[config.mk]
export PLATFORM = sky130hd
export DESIGN_NAME = heading_pid_controller_core
export DESIGN_NICKNAME = d
export VERILOG_FILES = /design/src/rtl/hpid_pkg.sv /design/src/rtl/hpid_regs.sv /design/src/rtl/hpid_calc.sv /design/src/rtl/heading_pid_controller_core.sv
export SDC_FILE = /design/constraint.sdc
export NUM_CORES = 2
export LEC_CHECK = 0
export BUFFER_PORTS_ARGS = -buffer_cell sky130_fd_sc_hd__buf_2
export CORE_MARGIN = 4
export CORE_UTILIZATION = 48
export CTS_BUF_LIST = sky130_fd_sc_hd__clkbuf_8
export CTS_CLUSTER_DIAMETER = 40
export CTS_CLUSTER_SIZE = 14
export DETAILED_ROUTE_END_ITERATION = 6
export PLACE_DENSITY = 0.63
export SLEW_MARGIN = 5
export SYNTH_ARGS = -nofsm -noshare
export SYNTH_HDL_FRONTEND = slang
export SYNTH_HIERARCHICAL = 1
export SYNTH_SLANG_ARGS = --single-unit
[constraint.sdc]
create_clock -name i_clk -period 22.5 [get_ports i_clk]
set_input_delay 3.375 -clock i_clk [delete_from_list [all_inputs] [get_ports i_clk]]
set_output_delay 3.375 -clock i_clk [all_outputs]
set_load 0.02 [all_outputs]
[src/rtl/hpid_pkg.sv]
// ----------------------------------------------------------------------------
// hpid_pkg
// Shared types, register map and helpers for the heading PID controller.
// ----------------------------------------------------------------------------
package hpid_pkg;

    localparam int ADDR_W = 5;
    localparam int DATA_W = 32;

    // headings in 1/64 degree
    localparam logic signed [15:0] HALF_TURN = 16'sd11520;
    localparam logic signed [15:0] FULL_TURN = 16'sd23040;

    localparam logic [15:0]        RST_GAIN_P   = 16'd256;
    localparam logic [15:0]        RST_GAIN_I   = 16'd0;
    localparam logic [15:0]        RST_GAIN_D   = 16'd0;
    localparam logic signed [15:0] RST_LIM_LOW  = -16'sd11520;
    localparam logic [14:0]        RST_LIM_HIGH = 15'd11520;
    localparam logic [15:0]        RST_FAST     = 16'd32768;
    localparam logic [15:0]        RST_SLOW     = 16'd8192;
    localparam logic [19:0]        RST_SLOW_DST = 20'd160;

    typedef enum logic [2:0] {
        REG_GAIN_P     = 3'd0,
        REG_GAIN_I     = 3'd1,
        REG_GAIN_D     = 3'd2,
        REG_LIMIT_LOW  = 3'd3,
        REG_LIMIT_HIGH = 3'd4,
        REG_SPEED_FAR  = 3'd5,
        REG_SPEED_NEAR = 3'd6,
        REG_SLOW_DIST  = 3'd7
    } t_reg_idx;

    typedef struct packed {
        logic [15:0]        gain_p;
        logic [15:0]        gain_i;
        logic [15:0]        gain_d;
        logic signed [15:0] limit_low;
        logic [14:0]        limit_high;
        logic [15:0]        speed_far;
        logic [15:0]        speed_near;
        logic [19:0]        slow_distance;
    } t_cfg;

    typedef struct packed {
        logic [14:0] heading_now;
        logic [14:0] target_course;
        logic [19:0] distance_left;
    } t_in_beat;

    typedef struct packed {
        logic [15:0]        throttle;
        logic signed [15:0] steer;
    } t_out_beat;

    // below low wins over above high when the limits are crossed
    function automatic logic signed [15:0] sat_limits(
        input logic signed [26:0] v,
        input logic signed [15:0] lo,
        input logic [14:0]        hi
    );
        logic signed [26:0] lo_x;
        logic signed [26:0] hi_x;
        lo_x = 27'(lo);
        hi_x = $signed({12'd0, hi});
        if (v < lo_x) begin
            sat_limits = lo;
        end else if (v > hi_x) begin
            sat_limits = $signed({1'b0, hi});
        end else begin
            sat_limits = v[15:0];
        end
    endfunction

endpackage

[src/rtl/hpid_regs.sv]
// ----------------------------------------------------------------------------
// hpid_regs
// APB register file holding gains, limits, speeds and the slow distance.
// ----------------------------------------------------------------------------
module hpid_regs (
    input  logic                       i_clk,
    input  logic                       i_rst_n,
    input  logic                       psel,
    input  logic                       penable,
    input  logic                       pwrite,
    input  logic [hpid_pkg::ADDR_W-1:0] paddr,
    input  logic [hpid_pkg::DATA_W-1:0] pwdata,
    output logic [hpid_pkg::DATA_W-1:0] prdata,
    output hpid_pkg::t_cfg             o_cfg
);

    hpid_pkg::t_cfg   r_cfg;
    hpid_pkg::t_cfg   n_cfg;
    hpid_pkg::t_reg_idx w_idx;
    logic             w_wr;

    assign w_idx = hpid_pkg::t_reg_idx'(paddr[4:2]);
    assign w_wr  = psel && penable && pwrite;

    always_comb begin
        n_cfg = r_cfg;
        if (w_wr) begin
            case (w_idx)
                hpid_pkg::REG_GAIN_P:     n_cfg.gain_p        = pwdata[15:0];
                hpid_pkg::REG_GAIN_I:     n_cfg.gain_i        = pwdata[15:0];
                hpid_pkg::REG_GAIN_D:     n_cfg.gain_d        = pwdata[15:0];
                hpid_pkg::REG_LIMIT_LOW:  n_cfg.limit_low     = $signed(pwdata[15:0]);
                hpid_pkg::REG_LIMIT_HIGH: n_cfg.limit_high    = pwdata[14:0];
                hpid_pkg::REG_SPEED_FAR:  n_cfg.speed_far     = pwdata[15:0];
                hpid_pkg::REG_SPEED_NEAR: n_cfg.speed_near    = pwdata[15:0];
                hpid_pkg::REG_SLOW_DIST:  n_cfg.slow_distance = pwdata[19:0];
                default:                  n_cfg = r_cfg;
            endcase
        end
    end

    always_ff @(posedge i_clk) begin
        if (!i_rst_n) begin
            r_cfg.gain_p        <= hpid_pkg::RST_GAIN_P;
            r_cfg.gain_i        <= hpid_pkg::RST_GAIN_I;
            r_cfg.gain_d        <= hpid_pkg::RST_GAIN_D;
            r_cfg.limit_low     <= hpid_pkg::RST_LIM_LOW;
            r_cfg.limit_high    <= hpid_pkg::RST_LIM_HIGH;
            r_cfg.speed_far     <= hpid_pkg::RST_FAST;
            r_cfg.speed_near    <= hpid_pkg::RST_SLOW;
            r_cfg.slow_distance <= hpid_pkg::RST_SLOW_DST;
        end else begin
            r_cfg <= n_cfg;
        end
    end

    always_comb begin
        case (w_idx)
            hpid_pkg::REG_GAIN_P:     prdata = {16'd0, r_cfg.gain_p};
            hpid_pkg::REG_GAIN_I:     prdata = {16'd0, r_cfg.gain_i};
            hpid_pkg::REG_GAIN_D:     prdata = {16'd0, r_cfg.gain_d};
            hpid_pkg::REG_LIMIT_LOW:  prdata = {16'd0, r_cfg.limit_low};
            hpid_pkg::REG_LIMIT_HIGH: prdata = {17'd0, r_cfg.limit_high};
            hpid_pkg::REG_SPEED_FAR:  prdata = {16'd0, r_cfg.speed_far};
            hpid_pkg::REG_SPEED_NEAR: prdata = {16'd0, r_cfg.speed_near};
            hpid_pkg::REG_SLOW_DIST:  prdata = {12'd0, r_cfg.slow_distance};
            default:                  prdata = '0;
        endcase
    end

    assign o_cfg = r_cfg;

endmodule

[src/rtl/hpid_calc.sv]
// ----------------------------------------------------------------------------
// hpid_calc
// One pass of the controller: throttle select, wrapped heading error,
// saturating integrator and the P+I+D sum with output saturation.
// ----------------------------------------------------------------------------
module hpid_calc (
    input  hpid_pkg::t_cfg      i_cfg,
    input  hpid_pkg::t_in_beat  i_beat,
    input  logic signed [16:0]  i_integ,
    input  logic signed [14:0]  i_prev_err,
    output logic signed [16:0]  o_integ,
    output logic signed [14:0]  o_err,
    output hpid_pkg::t_out_beat o_beat
);

    logic signed [15:0] w_diff;
    logic signed [15:0] w_wrap;
    logic signed [14:0] w_err;
    logic signed [17:0] w_isum;
    logic signed [16:0] w_integ;
    logic signed [15:0] w_derr;
    logic signed [31:0] w_prod_p;
    logic signed [33:0] w_prod_i;
    logic signed [32:0] w_prod_d;
    logic signed [34:0] w_sum;
    logic signed [26:0] w_shift;

    assign w_diff = $signed({1'b0, i_beat.target_course})
                  - $signed({1'b0, i_beat.heading_now});

    always_comb begin
        if (w_diff < -hpid_pkg::HALF_TURN) begin
            w_wrap = w_diff + hpid_pkg::FULL_TURN;
        end else if (w_diff > hpid_pkg::HALF_TURN) begin
            w_wrap = w_diff - hpid_pkg::FULL_TURN;
        end else begin
            w_wrap = w_diff;
        end
    end

    // wrapped error always lies within a half turn
    assign w_err  = $signed(w_wrap[14:0]);
    assign w_isum = 18'(i_integ) + 18'(w_err);
    assign w_integ = 17'(hpid_pkg::sat_limits(27'(w_isum), i_cfg.limit_low,
                                               i_cfg.limit_high));
    assign w_derr = 16'(w_err) - 16'(i_prev_err);

    assign w_prod_p = 32'($signed({1'b0, i_cfg.gain_p})) * 32'(w_err);
    assign w_prod_i = 34'($signed({1'b0, i_cfg.gain_i})) * 34'(w_integ);
    assign w_prod_d = 33'($signed({1'b0, i_cfg.gain_d})) * 33'(w_derr);

    assign w_sum   = 35'(w_prod_p) + 35'(w_prod_i) + 35'(w_prod_d);
    assign w_shift = $signed(w_sum[34:8]);

    assign o_integ         = w_integ;
    assign o_err           = w_err;
    assign o_beat.throttle = (i_beat.distance_left < i_cfg.slow_distance)
                           ? i_cfg.speed_near : i_cfg.speed_far;
    assign o_beat.steer    = hpid_pkg::sat_limits(w_shift, i_cfg.limit_low,
                                                  i_cfg.limit_high);

endmodule

[src/rtl/heading_pid_controller_core.sv]
// ----------------------------------------------------------------------------
// heading_pid_controller_core
// Steering PID for a compass-course rover with angle wrap and throttle select.
//
// Input channel (i_in_valid / o_in_ready / i_in_data) carries one beat per
// control sample: current heading, target course, distance to go.
// Output channel (o_out_valid / i_out_ready / o_out_data) returns one beat
// per input beat: throttle and saturated steering value, in input order.
// An input register and a result register frame one pass of logic holding
// three multipliers of a 17-bit signed gain by the error, integrator and
// error difference, so a beat is accepted every cycle while results are taken.
// The integrator and previous error update as a beat moves into the result
// register, so a stalled receiver holds all state; one further beat waits
// in the input register, then o_in_ready drops until the result is taken.
// Synchronous reset clears both stages, the integrator and previous error,
// and loads the register defaults; the APB port is always ready.
// ----------------------------------------------------------------------------
module heading_pid_controller_core (
    input  logic                        i_clk,
    input  logic                        i_rst_n,
    input  logic                        i_in_valid,
    output logic                        o_in_ready,
    input  hpid_pkg::t_in_beat          i_in_data,
    output logic                        o_out_valid,
    input  logic                        i_out_ready,
    output hpid_pkg::t_out_beat         o_out_data,
    input  logic                        psel,
    input  logic                        penable,
    input  logic                        pwrite,
    input  logic [hpid_pkg::ADDR_W-1:0] paddr,
    input  logic [hpid_pkg::DATA_W-1:0] pwdata,
    output logic [hpid_pkg::DATA_W-1:0] prdata,
    output logic                        pready
);

    hpid_pkg::t_cfg      w_cfg;
    logic                r_in_vld;
    hpid_pkg::t_in_beat  r_in;
    logic                r_out_vld;
    hpid_pkg::t_out_beat r_out;
    logic signed [16:0]  r_integ;
    logic signed [14:0]  r_prev_err;
    logic signed [16:0]  w_integ;
    logic signed [14:0]  w_err;
    hpid_pkg::t_out_beat w_beat;
    logic                w_adv;
    logic                w_take;

    hpid_regs u_regs (
        .i_clk   (i_clk),
        .i_rst_n (i_rst_n),
        .psel    (psel),
        .penable (penable),
        .pwrite  (pwrite),
        .paddr   (paddr),
        .pwdata  (pwdata),
        .prdata  (prdata),
        .o_cfg   (w_cfg)
    );

    hpid_calc u_calc (
        .i_cfg      (w_cfg),
        .i_beat     (r_in),
        .i_integ    (r_integ),
        .i_prev_err (r_prev_err),
        .o_integ    (w_integ),
        .o_err      (w_err),
        .o_beat     (w_beat)
    );

    assign pready     = 1'b1;
    assign w_adv      = r_in_vld && (!r_out_vld || i_out_ready);
    assign o_in_ready = !r_in_vld || w_adv;
    assign w_take     = i_in_valid && o_in_ready;

    always_ff @(posedge i_clk) begin
        if (!i_rst_n) begin
            r_in_vld   <= 1'b0;
            r_out_vld  <= 1'b0;
            r_integ    <= '0;
            r_prev_err <= '0;
        end else begin
            if (w_take) begin
                r_in_vld <= 1'b1;
            end else if (w_adv) begin
                r_in_vld <= 1'b0;
            end
            if (w_adv) begin
                r_out_vld  <= 1'b1;
                r_integ    <= w_integ;
                r_prev_err <= w_err;
            end else if (i_out_ready) begin
                r_out_vld <= 1'b0;
            end
        end
    end

    always_ff @(posedge i_clk) begin
        if (w_take) begin
            r_in <= i_in_data;
        end
        if (w_adv) begin
            r_out <= w_beat;
        end
    end

    assign o_out_valid = r_out_vld;
    assign o_out_data  = r_out;

    a_err_range: assert property (@(posedge i_clk) disable iff (!i_rst_n)
        (r_prev_err >= -hpid_pkg::HALF_TURN) && (r_prev_err <= hpid_pkg::HALF_TURN))
        else $error("previous error outside half turn");

    a_state_hold: assert property (@(posedge i_clk) disable iff (!i_rst_n)
        !w_adv |=> $stable(r_integ) && $stable(r_prev_err))
        else $error("controller state changed without a beat");

    a_adv_fills: assert property (@(posedge i_clk) disable iff (!i_rst_n)
        w_adv |=> r_out_vld)
        else $error("result register not filled after advance");

    a_full_stall: assert property (@(posedge i_clk) disable iff (!i_rst_n)
        (r_in_vld && r_out_vld && !i_out_ready) |-> !o_in_ready)
        else $error("input accepted while both stages are full");

    a_empty_ready: assert property (@(posedge i_clk) disable iff (!i_rst_n)
        !r_in_vld |-> o_in_ready)
        else $error("empty input stage not ready");

endmodule
==> run metrics <==
slew margin rel. 10.0%; Hold WS 0.456 ns; mapped cell area 0.0420 mm2; Critical Path Fanout Max 31; post-DR vias/cell 5.35; Max Fclk 0.0529 GHz; CORE AREA 0.0868 mm2; status finished clean; Post-CTS Setup Repair Bufs 0; RSZ-0062 raised after global routing no; IO Count 161; Crit-path slowest cell and3_1; final wirelength 117000 um; most numerous cell in the Yosys netlist inv_1; num rows 108; Initial Utilization 48.4%; largest net degree at the start of global routing 110; Die ar. 0.0923 mm2; Yosys top cell by area fa_1; Crit path top cell by count fa_1; EDFF count, synth 82; predominant post-synthesis flop cell dfxtp_1; Total GRT Usage 25.6%; Clock Path Buffers 3; crit path time final 18.91 ns; chip width 304 um; Syn Inst Count 4672; Worst-path clk slew 0.08 ns; FFs w/ async S/R, synth 0%; number of clock sinks 247; Avg WL per Cell 19.9 um; clock skew 0.0804 ns; slowest stage delay, CP 0.97 ns; Hold Crit Class reg -> reg; post-synth top area share 33.3%; Synth top cells by count inv_1 (955), nand2_1 (730), fa_1 (699), ha_1 (451), and2_1 (244); CTS tree built; DRC 0; max-capacitance violation count 0; clock latency on the worst-skew pair 0.67 ns; WS Path Type reg -> reg; CTS resizes 0; Crit. End Element flip-flop; FF+latch count, synth 247; share of cells above drive strength 1 7.60%; Buf+Inv Stages, Crit Path 12; Final period util 84.0%; DP Wirelength 94700 um; Die H 304 um; number of buffers created by CTS 30; Critical Path RT 22.84 ns; setup TNS 0 ns; DR vias 31.6k; max-slew violations 0; total gr overflow 0; Synth warnings 6; CTS H-tree depth 1; IO Port Bufs 133; First DRT Iteration DRCs 2186; top cells by area, synth fa_1 (33%), ha_1 (13%), inv_1 (8.5%); Routed Antenna Nets 0; Detailed Routing Iterations Pass 1 5; vias in the first global route 33.0k; Core Util, Final 51.3%; final setup vio count 0; initial antenna violation count 3; area grow syn2layout 6.03%; Finished Layout Cells 5894; Mapped Avg Cell Area 8.99 um2; CTS root buf clkbuf_8; Synth cell types 89; GPL Wtd Cong 0.927; global-route wire length before repair 188000 um; Inst Count DP 5836; fin nets 5957; Hold Buf Count CTS 0; delay-heaviest family, CP adder cells; Final Hold Violating Endpoints 0; Critical Path AT 19.25 ns; crit start category flip-flop; fill cell count 8175; Worst-Margin Slew 1.34 ns; sequential share of the synthesized area 13.7%
layer usage:
| metal | vias up | part of all wire [%] | track usage (%) |
|---|---|---|---|
| li1 | 14500 | - | - |
| met1 | 15900 | 44 | 35.7 |
| met2 | 974 | 46 | 41.9 |
| met3 | 172 | 7.0 | 3.79 |
| met4 | 0 | 3.2 | 7.33 |
| met5 | - | 0 | 0 |
layout make-up:
class / instances / area, um2 / area share (%)
inverter: 956 / 3590 / 8.06
tap: 1155 / 1450 / 3.24
antenna: 3 / 7.51 / 0.0169
timing repair buffer: 213 / 1270 / 2.85
clock inverter: 23 / 244 / 0.548
clock buffer: 32 / 440 / 0.989
multi-input combinational: 3265 / 31800 / 71.4
sequential: 247 / 5770 / 12.9
state kept, by name (all words and copies together) (netlist names):
name          flops
r_prev_err       15
r_in_vld          1
r_integ          17
o_out_valid       1
u_regs/o_cfg    131
o_out_data       32
r_in             50
worst min-delay path: cells and delay by family, from the launching register on:
kind	cells	cell delay (ns)
flops	1	0.31
simple gates	1	0.05
mux	1	0.05
kinds of logic (layout without fill, tap and decap cells):
| family | Yosys count | in the layout | synth area share [%] |
|---|---|---|---|
| muxes | 99 | 99 | 2.46 |
| adders and majority gates | 1150 | 1150 | 46.7 |
| DFF | 247 | 247 | 13.7 |
| other | 2 | 16 | 0.0179 |
| xor gates and xnor gates | 67 | 67 | 1.48 |
| AOI/OAI and AO/OA | 530 | 530 | 8.84 |
| and+or+nand+nor | 1406 | 1406 | 15.7 |
| buffers and inverters | 1171 | 1224 | 11.0 |
cells in the final DEF, fill, tap and decap left out, types with 44 or more instances in the layout:
| cell | synthesis | routed |
|---|---|---|
| and2_1 | 244 | 243 |
| nor2_1 | 139 | 139 |
| buf_4 | 28 | 81 |
| a21boi_1 | 51 | 51 |
| nor2b_1 | 116 | 115 |
| edfxtp_1 | 82 | 82 |
| nand3_1 | 44 | 44 |
| mux2i_1 | 64 | 64 |
| nand2_1 | 730 | 730 |
| buf_2 | 51 | 132 |
| fa_1 | 699 | 699 |
| inv_1 | 955 | 958 |
| ha_1 | 451 | 451 |
| a21boi_0 | 69 | 69 |
| a21o_1 | 48 | 48 |
| o21ai_0 | 51 | 50 |
| dfxtp_1 | 165 | 165 |
| a21oi_1 | 80 | 79 |
final timing paths:
path,from,to,slack (ns),cells past startpoint
worst max register to register,r_in[20],o_out_data[12],3.59,60
worst min-delay path,r_prev_err[3],r_prev_err[3],0.46,2
worst max-delay path,r_in[20],o_out_data[12],3.59,60
worst min register to register,r_prev_err[3],r_prev_err[3],0.46,2
stage by stage:
| stage | setup slack [ns] | area [um2] |
|---|---|---|
| after global routing | 2.32 | 44500 |
| after global placement | 3.89 | 43800 |
| after detailed placement | 3.77 | 43800 |
| final | 3.59 | 44500 |
| after floorplan | 6.55 | 42000 |
| after CTS | 3.62 | 44500 |
Power is left out: the tool's default activity adds up to more than one toggle a clock period on the data nets, which glitch-free logic cannot reach.
